$ cat src/hdl/rssf_pkg.sv
package rssf_pkg;

	localparam int unsigned NUM_CHAN     = 3;
	localparam int unsigned CHAN_W       = 8;
	localparam int unsigned MAX_COLS_DEF = 1024;
	localparam int unsigned MAX_ROWS     = 4096;
	localparam int unsigned ROW_W        = 12;
	localparam int unsigned FW_W         = 11;
	localparam int unsigned FH_W         = 13;
	localparam int unsigned APB_AW       = 4;
	localparam int unsigned APB_DW       = 32;

	// floor(x/9) == (x*7282)>>16 for every x below 32768
	localparam int unsigned DIV9_MUL   = 7282;
	localparam int unsigned DIV9_SHIFT = 16;

	localparam logic [FW_W-1:0] FRAME_WIDTH_RST  = FW_W'(1024);
	localparam logic [FH_W-1:0] FRAME_HEIGHT_RST = FH_W'(4096);

	// register indexes, byte address is 4*index
	localparam logic [1:0] REG_FILTER_MODE  = 2'd0;
	localparam logic [1:0] REG_FRAME_WIDTH  = 2'd1;
	localparam logic [1:0] REG_FRAME_HEIGHT = 2'd2;

	localparam logic MODE_SHARPEN = 1'b0;
	localparam logic MODE_SMOOTH  = 1'b1;

	// channel 0 red, 1 green, 2 blue
	typedef logic [NUM_CHAN-1:0][CHAN_W-1:0] pixel_t;
	typedef pixel_t [2:0] win_row_t;
	typedef win_row_t [2:0] window_t;

	typedef struct packed {
		pixel_t upper;
		pixel_t middle;
	} ls_entry_t;

	typedef struct packed {
		logic            filter_mode;
		logic [FW_W-1:0] frame_width;
		logic [FH_W-1:0] frame_height;
	} cfg_t;

endpackage

$ cat src/hdl/rssf_kernel.sv
module rssf_kernel
	import rssf_pkg::*;
(
	input  logic    filter_mode,
	input  window_t win,
	output pixel_t  pix
);

	logic [11:0] sum9  [NUM_CHAN];
	logic [24:0] prod9 [NUM_CHAN];
	logic [10:0] pos5  [NUM_CHAN];
	logic [9:0]  neg4  [NUM_CHAN];
	logic [10:0] diff  [NUM_CHAN];

	always_comb begin
		for (int ch = 0; ch < NUM_CHAN; ch++) begin
			sum9[ch] = '0;
			for (int r = 0; r < 3; r++) begin
				for (int c = 0; c < 3; c++) begin
					sum9[ch] = sum9[ch] + 12'(win[r][c][ch]);
				end
			end
			prod9[ch] = 25'(sum9[ch]) * 25'(DIV9_MUL);

			// center times 5 less the up, down, left and right neighbors, clamped to 0..255
			pos5[ch] = 11'(win[1][1][ch]) * 11'd5;
			neg4[ch] = 10'(win[0][1][ch]) + 10'(win[1][0][ch])
				+ 10'(win[1][2][ch]) + 10'(win[2][1][ch]);
			diff[ch] = pos5[ch] - 11'(neg4[ch]);

			if (filter_mode == MODE_SMOOTH) begin
				pix[ch] = prod9[ch][DIV9_SHIFT +: CHAN_W];
			end else if (11'(neg4[ch]) > pos5[ch]) begin
				pix[ch] = '0;
			end else if (diff[ch] > 11'd255) begin
				pix[ch] = 8'd255;
			end else begin
				pix[ch] = diff[ch][CHAN_W-1:0];
			end
		end
	end

endmodule

$ cat config.mk
export PLATFORM = sky130hd
export DESIGN_NAME = rssf_kernel
export DESIGN_NICKNAME = d
export VERILOG_FILES = /design/src/hdl/rssf_pkg.sv /design/src/hdl/rssf_kernel.sv
export SDC_FILE = /design/constraint.sdc
export NUM_CORES = 1
export LEC_CHECK = 0
export BUFFER_PORTS_ARGS = -buffer_cell sky130_fd_sc_hd__buf_2
export CAP_MARGIN = 0
export CORE_UTILIZATION = 66
export DETAILED_ROUTE_END_ITERATION = 8
export PLACE_DENSITY = 0.95
export SYNTH_ARGS = -nofsm -noshare
export SYNTH_HDL_FRONTEND = slang
export SYNTH_SLANG_ARGS = --single-unit
$ cat constraint.sdc
create_clock -name vclk -period 21.6
set_input_delay 2.16 -clock vclk [all_inputs]
set_output_delay 2.16 -clock vclk [all_outputs]
set_load 0.05 [all_outputs]
==> reports/metrics.csv <==
metric;value;unit
nets;2734;
synth_top_area_share;37.0;%
coreArea;22900;um2
dp_hpwl;35600;um
vias_per_cell;5.70;
crit_buf_inv;8;
seq_area;0;um2
drive_above_1_share;13.8;%
synth_cell_type_count;72;
antenna_found_initial;0;
start_util;67.9;%
worstPathRequired;19.44;ns
syn2layout_area_growth;10.2;%
yosysSeqAreaShare;0;%
final_hold_viol_count;0;
wl;38100;um
whs;4.93;ns
ant_nets;0;
final_util;74.8;%
yosysMostFrequentCell;inv_1;
vias;12600;
status;complete, no violations;
slowest_stage;or4_1;
row_count;55;
grt_start_max_net_pins;17;
dp_slack;8.10;ns
fin_crit;13.56;ns
die_w;156;um
wl_per_cell;17.3;um
end_kind;output pin;
path_max_fanout;7;
drcViolationCount;0;
setup_viol;0;
critPathMostFrequentCell;fa_1;
max-cap-violations;0;
flops_and_latches;0;
finalCritPeriodShare;62.8;%
synth_warnings;0;
synth_cells;1657;
n_fill_cell;1496;
firstDrtPassIters;4;
critPathLaunchType;input port;
fp.dieArea;24200;um2
post-cts-setup-buffers;0;
cts.repair.resized;0;
clock.fmax;73.7;MHz
fin_setup_tns;0;ns
slowest_delay;0.55;ns
antenna_cells;0;
grt_pass1_vias;14200;
avgSynthCellArea;9.39;um2
die_h;156;um
syn_area;15600;um2
worst_slew_pin_slew;1.07;ns
synthTopCellsByCount;inv_1 (450), ha_1 (333), fa_1 (288), a21oi_1 (80), xnor2_1 (73);
cp.arrival;11.40;ns
drv_slew;0;
ctsHoldBuffers;0;
grt_use_total;32.7;%
gp_congestion;0.932;
relSlewSlack;27.9;%
synth.largest_area_cell;fa_1;
first_iter_violations;716;
criticalPathCategory;in2out;
rsz0062_at_grt;no;
path_delay_family;adder cells;
syn_nets;2495;
ioPinCount;241;
timing.final.ws_setup;8.04;ns
synth.area.top_cells;fa_1 (37%), ha_1 (27%), inv_1 (11%);
numPortBuffers;241;
overflow;0;
hold_path_class;in2out;
nClkBuffers;0;
grt_pass1_wl;63400;um
[path summary, 6_finish.rpt]
kind	startpoint	end	slack (ns)	cells past startpoint
hold / removal	filter_mode	pix[17]	4.93	3
setup / recovery	win[18]	pix[23]	8.04	35
[per-stage QoR]
step | instance area (um2) | std cells
6_report | 17100 | 2207
2_1_floorplan | 15600 | 1657
5_1_grt | 17100 | 2207
4_1_cts | 17100 | 2207
3_5_place_dp | 17100 | 2207
3_3_place_gp | 17100 | 2207
[kinds of logic (layout without fill, tap and decap cells)]
kind of cell	after synthesis	after routing	synth area share, %
buffers and inverters	455	692	11.0
AOI/OAI and AO/OA	281	281	12.3
and+or+nand+nor	176	176	5.80
muxes	1	1	0.0723
adders and majority gates	621	621	63.8
xor gates and xnor gates	123	123	7.02
[metal layers]
layer  up-vias  global-route usage (%)  wire length, um
met3       159                    2.31             1460
met1      6171                    36.0            14300
met4         0                    16.5             2130
li1       5810                       -                -
met2       438                    62.8            20100
met5         -                       0                0
[layout make-up]
cell class	instances	area, um2	area share (%)
tap	313	392	2.28
multi-input combinational	1202	13900	80.8
timing repair buffer	242	1210	7.08
inverter	450	1690	9.85
[tightest hold or removal path: cells and delay by family]
kind / cells / cell delay [ns]
compound gates: 1 / 0.17
buf+inv: 2 / 0.43
[placed cells by master (no fill, tap or decap), types with 6 or more instances in the layout]
cell / instances
o22ai_1: 13
xnor2_1: 73
buf_2: 241
nor3_1: 19
a21oi_1: 80
nand2_1: 39
ha_1: 333
inv_1: 450
nor2_1: 49
o211ai_1: 10
a22o_1: 6
a21o_1: 32
nor2b_1: 12
fa_1: 288
o21a_1: 16
o31a_1: 6
a211oi_1: 12
nand2b_1: 11
o21bai_1: 23
and2_1: 7
o21ai_0: 25
o21ai_1: 11
xor2_1: 48
Power is not shown: default switching activity piles up to over one toggle a cycle in this logic, so the estimate is an artifact.
