`src/hdl/rssf_pkg.sv`:
```
package rssf_pkg;

	localparam int unsigned NUM_CHAN     = 3;
	localparam int unsigned CHAN_W       = 8;
	localparam int unsigned MAX_COLS_DEF = 1024;
	localparam int unsigned MAX_ROWS     = 4096;
	localparam int unsigned ROW_W        = 12;
	localparam int unsigned FW_W         = 11;
	localparam int unsigned FH_W         = 13;
	localparam int unsigned APB_AW       = 4;
	localparam int unsigned APB_DW       = 32;

	// floor(x/9) == (x*7282)>>16 for every x below 32768
	localparam int unsigned DIV9_MUL   = 7282;
	localparam int unsigned DIV9_SHIFT = 16;

	localparam logic [FW_W-1:0] FRAME_WIDTH_RST  = FW_W'(1024);
	localparam logic [FH_W-1:0] FRAME_HEIGHT_RST = FH_W'(4096);

	// register indexes, byte address is 4*index
	localparam logic [1:0] REG_FILTER_MODE  = 2'd0;
	localparam logic [1:0] REG_FRAME_WIDTH  = 2'd1;
	localparam logic [1:0] REG_FRAME_HEIGHT = 2'd2;

	localparam logic MODE_SHARPEN = 1'b0;
	localparam logic MODE_SMOOTH  = 1'b1;

	// channel 0 red, 1 green, 2 blue
	typedef logic [NUM_CHAN-1:0][CHAN_W-1:0] pixel_t;
	typedef pixel_t [2:0] win_row_t;
	typedef win_row_t [2:0] window_t;

	typedef struct packed {
		pixel_t upper;
		pixel_t middle;
	} ls_entry_t;

	typedef struct packed {
		logic            filter_mode;
		logic [FW_W-1:0] frame_width;
		logic [FH_W-1:0] frame_height;
	} cfg_t;

endpackage

```
`src/hdl/rssf_regs.sv`:
```
module rssf_regs
	import rssf_pkg::*;
(
	input  logic              clk,
	input  logic              arst_n,
	input  logic              psel,
	input  logic              penable,
	input  logic              pwrite,
	input  logic [APB_AW-1:0] paddr,
	input  logic [APB_DW-1:0] pwdata,
	output logic [APB_DW-1:0] prdata,
	output logic              pready,
	output cfg_t              cfg
);

	cfg_t cfg_q;
	logic wr_en;

	assign pready = 1'b1;
	assign wr_en  = psel && penable && pwrite;
	assign cfg    = cfg_q;

	always_ff @(posedge clk or negedge arst_n) begin
		if (!arst_n) begin
			cfg_q.filter_mode  <= MODE_SHARPEN;
			cfg_q.frame_width  <= FRAME_WIDTH_RST;
			cfg_q.frame_height <= FRAME_HEIGHT_RST;
		end else if (wr_en) begin
			case (paddr[3:2])
				REG_FILTER_MODE:  cfg_q.filter_mode  <= pwdata[0];
				REG_FRAME_WIDTH:  cfg_q.frame_width  <= pwdata[FW_W-1:0];
				REG_FRAME_HEIGHT: cfg_q.frame_height <= pwdata[FH_W-1:0];
				default: ;
			endcase
		end
	end

	always_comb begin
		case (paddr[3:2])
			REG_FILTER_MODE:  prdata = APB_DW'(cfg_q.filter_mode);
			REG_FRAME_WIDTH:  prdata = APB_DW'(cfg_q.frame_width);
			REG_FRAME_HEIGHT: prdata = APB_DW'(cfg_q.frame_height);
			default:          prdata = '0;
		endcase
	end

endmodule

```
`config.mk`:
```
export PLATFORM = sky130hd
export DESIGN_NAME = rssf_regs
export DESIGN_NICKNAME = d
export VERILOG_FILES = /design/src/hdl/rssf_pkg.sv /design/src/hdl/rssf_regs.sv
export SDC_FILE = /design/constraint.sdc
export NUM_CORES = 1
export LEC_CHECK = 0
export ABC_AREA = 0
export BUFFER_PORTS_ARGS = -buffer_cell sky130_fd_sc_hd__buf_4
export CAP_MARGIN = 20
export CORE_ASPECT_RATIO = 1.4
export CORE_MARGIN = 5
export CORE_UTILIZATION = 41
export CTS_BUF_LIST = sky130_fd_sc_hd__clkbuf_8
export DETAILED_ROUTE_END_ITERATION = 8
export PLACE_DENSITY = 0.94
export SLEW_MARGIN = 20
export SYNTH_ARGS = -nofsm -noshare
export SYNTH_HDL_FRONTEND = slang
export SYNTH_SLANG_ARGS = --single-unit
```
`constraint.sdc`:
```
create_clock -name clk -period 0.8 [get_ports clk]
set_input_delay 0.12 -clock clk [delete_from_list [all_inputs] [get_ports clk]]
set_output_delay 0.12 -clock clk [all_outputs]
set_load 0.02 [all_outputs]
```
==> results of run 1 <==
-- worst max-delay path, cell delays in order, from the launching register on --
cell and delay, ps:
dfrtp_1 430, mux2i_1 170, o21ai_1 100, buf_4 160
-- cell type report --
cell class	count	area share, %
clock buffer	3	1.61
clock inverter	1	0.146
multi-input combinational	66	29.1
sequential	25	24.6
tap	39	1.90
timing repair buffer	103	42.6
-- kinds of logic (layout without fill, tap and decap cells) --
family	Yosys count	after routing	synth area share, %
mux	26	26	22.9
simple gates	9	9	5.99
flops	25	25	49.3
compound gates	11	11	7.26
other cells	2	20	0.589
buf+inv	24	107	14.0
-- metrics by stage --
stage / setup TNS [ps] / setup slack (ps) / utilization [%] / instance area, um^2 / power (uW)
4_1_cts: -16160 / -368 / 78.8 / 2410 / 5540
5_1_grt: -19000 / -550 / 83.8 / 2570 / 6190
2_1_floorplan: -6480 / -265 / - / 1450 / 2970
6_report: -17490 / -455 / 83.8 / 2570 / 5970
3_3_place_gp: -16640 / -540 / 61.3 / 1880 / 3830
3_5_place_dp: -18320 / -590 / 61.3 / 1880 / 3930
-- power breakdown --
part / internal (uW) / switching, uW / leakage (uW)
clock network: 344 / 414 / 0.0000269
logic: 1970 / 1320 / 0.000972
registers: 1580 / 341 / 0.000300
-- timing repair --
| action | in CTS | in global routing |
|---|---|---|
| pin swaps | 4 | 6 |
| hold buffers | 1 | 0 |
| gates resized for setup | 92 | 16 |
| setup endpoints to repair | 62 | 63 |
| endpoints found under the hold margin | 23 | 0 |
| buffers inserted | 18 | 12 |
-- per-layer routing --
metal  part of all wire (%)  GRT usage, %
met5                      0             0
met4                    2.8          11.4
met3                    4.3          4.07
met2                     59          43.0
met1                     34          22.2
-- how the worst max path moves through the flow --
stage,slack (ps),end,from
5_1_grt,-550,prdata[0],cfg[0]
3_3_place_gp,-540,prdata[7],paddr[2]
3_5_place_dp,-590,prdata[11],paddr[2]
4_1_cts,-370,prdata[10],cfg[23]
2_1_floorplan,-260,cfg[10],pwrite
6_report,-450,prdata[0],cfg[0]
-- cell usage in the layout, fill, tap and decap left out --
cell type,instances
nor3b_4,2
inv_1,1
mux2_4,25
and2b_2,1
nand3_4,1
mux2i_1,1
conb_1,20
dfrtp_2,3
nor3_4,1
nand2_1,1
buf_4,24
dfstp_2,2
buf_8,2
buf_12,2
buf_6,74
clkbuf_8,3
dlygate4sd3_1,1
a22o_1,1
dfrtp_1,20
o21ai_1,1
and2_4,2
nor2b_4,1
a22o_4,9
==> results.sh, run 1 <==
export IMPL_ys_seq_area_share_pct=49.3
export IMPL_rr_worst_depth=3
export IMPL_r2r_start="cfg[5]"
export IMPL_violations="setup timing"
export IMPL_r2r_slack_ps=-240
export IMPL_clock_sinks=25
export IMPL_seq_area_um2=632
export IMPL_drt_iter0_drc=47
export IMPL_ys_async_sr_fraction_pct=100
export IMPL_vdd_drop_max_mv=1.93
export IMPL_ys_ff_latch=25
export IMPL_power_density_nw_per_um2=2330
export IMPL_whs_ps=82.9
export IMPL_p_leak_uw=0.00130
export IMPL_ioPinCount=99
export IMPL_hold_path_class="in2reg"
export IMPL_nNetsFinal=240
export IMPL_grtUsageTotal_pct=22.6
export IMPL_via_count=1172
export IMPL_slew_viol_final=0
export IMPL_die_area_um2=4340
export IMPL_place_inst=203
export IMPL_synth_area_per_cell_um2=13.1
export IMPL_critPathKind="reg2out"
export IMPL_totalWireLength_mm=5.30
export IMPL_synth_area_leaders="dfrtp_1, mux2_2, buf_4, a22o_1, dfstp_2"
export IMPL_grt_setup_unrepaired="yes"
export IMPL_h_tree_depth=1
export IMPL_timing_rr_end="cfg[5]"
export IMPL_period_needed_ps=1250
export IMPL_antenna_found_initial=0
export IMPL_n_fill_cell=134
export IMPL_ys_flop_type="dfrtp_1"
export IMPL_synth_edf_count=0
export IMPL_crit_fanout=3
export IMPL_ant_nets=0
export IMPL_netlist_top_cells_count="mux2_2, dfrtp_1, buf_4"
export IMPL_root_buffer="clkbuf_8"
export IMPL_dieWidth_um=57.1
export IMPL_start_util_pct=41.6
export IMPL_firstDrtPassIters=4
export IMPL_setup_viol=63
export IMPL_synth_most_common_cell="mux2_2"
export IMPL_clk_pin_slew_ps=90
export IMPL_gp_congestion=0.718
export IMPL_cts_buffers=3
export IMPL_clkLatencyLatePin_ps=270
export IMPL_synth_distinct_cells=18
export IMPL_hold_depth=2
export IMPL_hold_viol_final=0
export IMPL_critical_path_arrival_ps=1130
export IMPL_rows=24
export IMPL_hold_path_startpoint="pwdata[12]"
export IMPL_multi_input_area_um2=747
export IMPL_synth_area_um2=1270
export IMPL_synthCells=97
export IMPL_synth_warnings=0
export IMPL_io_buffer_count=57
export IMPL_post_synth_top_area_cell="dfrtp_1"
export IMPL_grt_max_degree=26
export IMPL_antenna_cells=0
export IMPL_fin_skew_ps=0
export IMPL_coreArea_um2=3060
export IMPL_required_ps=680
export IMPL_drive_gt1_share_pct=76.8
export IMPL_grt_pass1_wl_mm=7.47
export IMPL_dieHeight_um=76.0
export IMPL_startpoint_type="register"
export IMPL_largest_reg_flops=25
export IMPL_maxCapViolations=0
export IMPL_max_freq_ghz=0.797
export IMPL_overflow=0
export IMPL_synth_top_cell_area_share_pct=45.1
export IMPL_via_per_inst=4.95
export IMPL_holdPathEnd="cfg[12]"
export IMPL_hpwl_mm=2.79
export IMPL_fin_ws_ps=-455
export IMPL_cts_tree="done"
export IMPL_clock_path_buffers=2
export IMPL_grt_pass1_vias=1354
export IMPL_fin_cells=237
export IMPL_fin_crit_sh_pct=157
export IMPL_status="finished with violations"
export IMPL_avgRoutedWirePerCell_um=22.4
export IMPL_drc=0
export IMPL_synthToLayoutAreaGrowth_pct=101
export IMPL_cp_end_kind="primary output"
(Power assumes the default switching activity.)
==> run 2, diff against run 1 <==
--- a/config.mk
+++ b/config.mk
@@ -13,7 +13,7 @@
 export CORE_UTILIZATION = 41
 export CTS_BUF_LIST = sky130_fd_sc_hd__clkbuf_8
 export DETAILED_ROUTE_END_ITERATION = 8
-export PLACE_DENSITY = 0.94
+export PLACE_DENSITY = 0.83
 export SLEW_MARGIN = 20
 export SYNTH_ARGS = -nofsm -noshare
 export SYNTH_HDL_FRONTEND = slang
==> run 2 against run 1 <==
Effect of this change: the flow still finishes with violations (setup timing); sequential cell count unchanged; first-iteration DRC count down 36%; critical path depth down 1; routed wire length down 11%; final cell count down 1.3%; sequential share of layout area up 0.68 points; register-to-register slack worse by 120 ps; clock skew unchanged; die area unchanged; largest cell class unchanged.
==> results.sh, run 2 (same netlist as run 1, synthesis figures left out) <==
export IMPL_status="finished with violations"
export IMPL_violations="setup timing"
export IMPL_critPathKind="reg2out"
export IMPL_synthToLayoutAreaGrowth_pct=95.9
export IMPL_totalWireLength_mm=4.71
export IMPL_clock_path_buffers=2
export IMPL_io_buffer_count=57
export IMPL_coreArea_um2=3060
export IMPL_nNetsFinal=237
export IMPL_hold_viol_final=0
export IMPL_cp_top_family="flip-flops"
export IMPL_ioPinCount=99
export IMPL_h_tree_depth=1
export IMPL_clkLatencyLatePin_ps=270
export IMPL_hpwl_mm=2.69
export IMPL_grtUsageTotal_pct=20.6
export IMPL_fin_skew_ps=0
export IMPL_fin_crit_sh_pct=152
export IMPL_layout_common_cells="buf_6, buf_4, mux2_4"
export IMPL_startpoint_type="register"
export IMPL_hold_depth=2
export IMPL_critical_path_cell_chain="a22o_4 > buf_6"
export IMPL_cts_tree="done"
export IMPL_tns_ps=-14910
export IMPL_avgRoutedWirePerCell_um=20.1
export IMPL_rr_worst_depth=4
export IMPL_firstDrtPassIters=4
export IMPL_clk_pin_slew_ps=90
export IMPL_via_count=1142
export IMPL_crit_fanout=3
export IMPL_maxCapViolations=0
export IMPL_gp_congestion=0.825
export IMPL_drc=0
export IMPL_drt_iter0_drc=30
export IMPL_via_per_inst=4.88
export IMPL_die_area_um2=4340
export IMPL_grt_pass1_vias=1253
export IMPL_power_density_nw_per_um2=2320
export IMPL_critical_path_arrival_ps=1090
export IMPL_clock_sinks=25
export IMPL_dieHeight_um=76.0
export IMPL_slowest_delay_ps=430
export IMPL_critPathBufInv=1
export IMPL_grt_setup_unrepaired="yes"
export IMPL_period_needed_ps=1210
export IMPL_slowest_stage="dfrtp_1"
export IMPL_r2r_slack_ps=-360
export IMPL_slew_viol_final=0
export IMPL_place_inst=208
export IMPL_cp_depth=2
export IMPL_start_util_pct=41.6
export IMPL_grt_pass1_wl_mm=6.80
export IMPL_fin_cells=234
export IMPL_required_ps=680
export IMPL_dieWidth_um=57.1
export IMPL_p_leak_uw=0.00127
export IMPL_setup_viol=63
export IMPL_final_common_cell="buf_6"
export IMPL_drive_gt1_share_pct=75.9
export IMPL_cp_end_kind="primary output"
export IMPL_ant_nets=0
export IMPL_root_buffer="clkbuf_8"
export IMPL_fin_ws_ps=-414
export IMPL_cts_buffers=3
export IMPL_antenna_cells=0
export IMPL_grt_max_degree=26
export IMPL_largest_reg_flops=25
export IMPL_overflow=0
export IMPL_hold_path_class="in2reg"
export IMPL_vdd_drop_max_mv=2.51
export IMPL_rows=24
export IMPL_antenna_found_initial=0
export IMPL_max_freq_ghz=0.823
run 2: cell count changes in the layout (fill, tap and decap cells not counted), sizes merged:
cell and change:
buf -3
run 2: cell type report:
cell class                 count  area [um^2]
multi-input combinational     66          732
clock buffer                   3         41.3
sequential                    25          632
clock inverter                 1         3.75
tap                           39         48.8
timing repair buffer         100         1040
fill                         162          566
run 2: routing by layer:
layer / wire, um / track usage, % / up-vias
met5: 0 / 0 / -
met4: 97 / 8.58 / 0
met3: 207 / 4.24 / 10
met2: 2750 / 39.1 / 49
met1: 1640 / 20.9 / 590
li1: - / - / 493
run 2: repair_timing:
item / 4_1_cts / 5_1_grt
cloned: 1 / 0
endpoints found under the hold margin: 23 / 0
setup buffers: 12 / 12
resized for setup: 81 / 20
pin swaps: 2 / 7
hold buffers: 1 / 0
setup endpoints to repair: 62 / 63
run 2: final timing paths:
path / start / to
setup / recovery: cfg[5] / prdata[5]
hold / removal: pwdata[11] / cfg[11]
setup reg to reg: cfg[1] / cfg[1]
hold reg to reg: cfg[24] / cfg[24]
max in group asynchronous: arst_n / cfg[23]
min in group asynchronous: arst_n / cfg[11]
run 2: power breakdown:
group	leakage (uW)	total (uW)	internal, uW	switching [uW]
combinational	0.000940	3130	1890	1240
sequential	0.000300	1910	1580	324
clock	0.0000269	763	344	419
run 2: through the flow:
| step | worst slack (ps) | util (%) | power [uW] | cell area (um^2) | hold slack (ps) |
|---|---|---|---|---|---|
| after floorplan | -265 | - | 2970 | 1450 | -176 |
| after global placement | -545 | 62.5 | 3920 | 1910 | 28.7 |
| after detailed placement | -592 | 62.5 | 4000 | 1910 | 36.3 |
| after CTS | -378 | 78.4 | 5420 | 2400 | 88.2 |
| after global routing | -434 | 81.5 | 6030 | 2500 | 74.0 |
| final | -414 | 81.5 | 5800 | 2500 | 78.7 |
==> run 3, diff against run 2 <==
--- a/config.mk
+++ b/config.mk
@@ -5,7 +5,7 @@
 export SDC_FILE = /design/constraint.sdc
 export NUM_CORES = 1
 export LEC_CHECK = 0
-export ABC_AREA = 0
+export ABC_AREA = 1
 export BUFFER_PORTS_ARGS = -buffer_cell sky130_fd_sc_hd__buf_4
 export CAP_MARGIN = 20
 export CORE_ASPECT_RATIO = 1.4
@@ -13,7 +13,7 @@
 export CORE_UTILIZATION = 41
 export CTS_BUF_LIST = sky130_fd_sc_hd__clkbuf_8
 export DETAILED_ROUTE_END_ITERATION = 8
-export PLACE_DENSITY = 0.83
+export PLACE_DENSITY = 0.81
 export SLEW_MARGIN = 20
 export SYNTH_ARGS = -nofsm -noshare
 export SYNTH_HDL_FRONTEND = slang
==> run 3 against run 2 <==
Effect of this change: the flow still finishes with violations (setup timing); sequential power is 6% lower; synthesized cell count is 88% higher; clock power is 3.5% lower; worst hold slack worse by 25 ps; via count is 21% higher; sequential cell count stayed put; non-clock buffer count is 4 lower; critical path type unchanged; largest power group unchanged; highest routed layer unchanged.
==> results.sh, run 3 <==
export IMPL_cp_end_kind="primary output"
export IMPL_p_leak_uw=0.00132
export IMPL_cp_top_family="flip-flops"
export IMPL_layout_common_cells="nand2_1, buf_6, buf_4"
export IMPL_synth_top_family_by_area="simple AND/OR/NAND/NOR gates"
export IMPL_die_area_um2=4540
export IMPL_critPathKind="reg2out"
export IMPL_root_buffer="clkbuf_8"
export IMPL_hold_depth=3
export IMPL_muxShareOfSynthArea_pct=0
export IMPL_vdd_drop_max_mv=1.69
export IMPL_synth_most_common_cell="nand2_1"
export IMPL_grt_pass1_vias=1341
export IMPL_power_density_nw_per_um2=2110
export IMPL_synth_xor_area_share_pct=0
export IMPL_slowest_delay_ps=550
export IMPL_fin_ws_ps=-383
export IMPL_synthCells=182
export IMPL_largest_reg_flops=25
export IMPL_fin_skew_ps=0
export IMPL_maxCapViolations=0
export IMPL_synth_edf_count=0
export IMPL_critical_path_arrival_ps=1060
export IMPL_synth_simple_area_share_pct=35.8
export IMPL_cts_buffers=3
export IMPL_synth_distinct_cells=13
export IMPL_startpoint_type="register"
export IMPL_hpwl_mm=2.73
export IMPL_firstDrtPassIters=4
export IMPL_grt_max_degree=26
export IMPL_clock_sinks=25
export IMPL_cts_tree="done"
export IMPL_crit_fanout=3
export IMPL_required_ps=680
export IMPL_post_synth_top_area_cell="dfrtp_1"
export IMPL_violations="setup timing"
export IMPL_grtUsageTotal_pct=16.7
export IMPL_totalWireLength_mm=3.86
export IMPL_final_area_um2=2340
export IMPL_overflow=0
export IMPL_synth_top_cell_area_share_pct=42.8
export IMPL_period_needed_ps=1180
export IMPL_hold_path_class="in2reg"
export IMPL_dieWidth_um=58.4
export IMPL_power_uw=4950
export IMPL_hold_viol_final=0
export IMPL_grt_setup_unrepaired="yes"
export IMPL_synth_warnings=0
export IMPL_synth_compound_area_share_pct=0
export IMPL_dp_slack_ps=-197
export IMPL_synth_area_um2=1340
export IMPL_fin_cells=313
export IMPL_status="finished with violations"
export IMPL_avgRoutedWirePerCell_um=12.3
export IMPL_drive_gt1_share_pct=48.9
export IMPL_slew_viol_final=0
export IMPL_antenna_cells=0
export IMPL_synthAdderAreaFrac_pct=0
export IMPL_synth_area_leaders="dfrtp_1, nand2_1, buf_4, dfstp_2, buf_6"
export IMPL_place_inst=285
export IMPL_ant_nets=0
export IMPL_clock_path_buffers=2
export IMPL_ioPinCount=99
export IMPL_grt_pass1_wl_mm=5.96
export IMPL_h_tree_depth=1
export IMPL_clk_pin_slew_ps=90
export IMPL_ys_seq_area_share_pct=46.7
export IMPL_nNetsFinal=316
export IMPL_coreArea_um2=3150
export IMPL_dieHeight_um=77.7
export IMPL_clkLatencyLatePin_ps=270
export IMPL_ys_async_sr_fraction_pct=100
export IMPL_rows=24
export IMPL_cp_depth=3
export IMPL_fin_crit_sh_pct=148
export IMPL_critPathBufInv=2
export IMPL_critical_path_cell_chain="inv_2 > nor2_4 > buf_6"
export IMPL_ys_flop_type="dfrtp_1"
export IMPL_antenna_found_initial=0
export IMPL_tns_ps=-9170
export IMPL_start_util_pct=42.6
export IMPL_synthToLayoutAreaGrowth_pct=74.2
export IMPL_final_common_cell="nand2_1"
export IMPL_max_freq_ghz=0.845
export IMPL_postPlaceCellArea_um2=1880
export IMPL_setup_viol=40
export IMPL_gp_congestion=0.832
export IMPL_synth_area_per_cell_um2=7.38
export IMPL_via_per_inst=4.43
export IMPL_drc=0
export IMPL_n_fill_cell=228
export IMPL_ys_ff_latch=25
export IMPL_io_buffer_count=57
export IMPL_slowest_stage="dfstp_2"
export IMPL_via_count=1387
export IMPL_netlist_top_cells_count="nand2_1, buf_4, dfrtp_1"
export IMPL_drt_iter0_drc=28
export IMPL_rr_worst_depth=4
==> run 3: worst min-delay path, cell delays in order <==
cell	delay [ps]
buf_4	80
nand2_1	40
nand2_1	50
==> run 3: where the power goes <==
part | total [uW] | switching (uW) | internal (uW)
clock | 736 | 392 | 344
combinational | 2420 | 1120 | 1300
sequential | 1790 | 250 | 1540
==> run 3: routing by layer <==
layer,wire [um],vias to the layer above,GRT usage [%]
li1,-,686,-
met3,294,9,3.32
met2,2160,57,32.6
met4,72,0,4.87
met1,1330,635,17.1
met5,0,-,0
==> run 3: stage by stage <==
stage               hold slack [ps]  util, %
global placement               37.1     59.6
CTS                            53.8     68.7
finish                         53.3     74.2
detailed placement             41.7     59.6
global route                   54.4     74.2
floorplan                      -176        -
==> run 3: path summary, 6_finish.rpt <==
kind                               to      start  slack (ps)
max                        prdata[12]    cfg[12]        -380
min                           cfg[22]  pwdata[9]          50
max reg2reg                    cfg[3]     cfg[3]         -60
min reg2reg                   cfg[12]    cfg[12]         490
max in group asynchronous     cfg[12]     arst_n         230
min in group asynchronous     cfg[16]     arst_n         280
==> run 3: cell families (layout without fill, tap and decap cells) <==
logic type	Yosys count	after routing
flip-flops	25	25
AND/OR/NAND/NOR	122	122
buffers and inverters	33	107
other	2	20
==> run 3: area by class of cell <==
type	instances	area [um^2]	share of cell area, %
repair buffers	96	955	40.8
multi-input cells	142	634	27.1
flip-flops and latches	25	632	27.0
well taps	39	48.8	2.08
clock buffers	3	41.3	1.76
inverters	7	26.3	1.12
clock inverters	1	3.75	0.160
==> run 3: timing repair <==
action,in CTS,in global routing
endpoints found under the setup margin,38,41
pin swaps,20,16
resized for setup,43,23
hold endpoints to repair,23,0
hold buffers,1,0
setup buffers,10,14
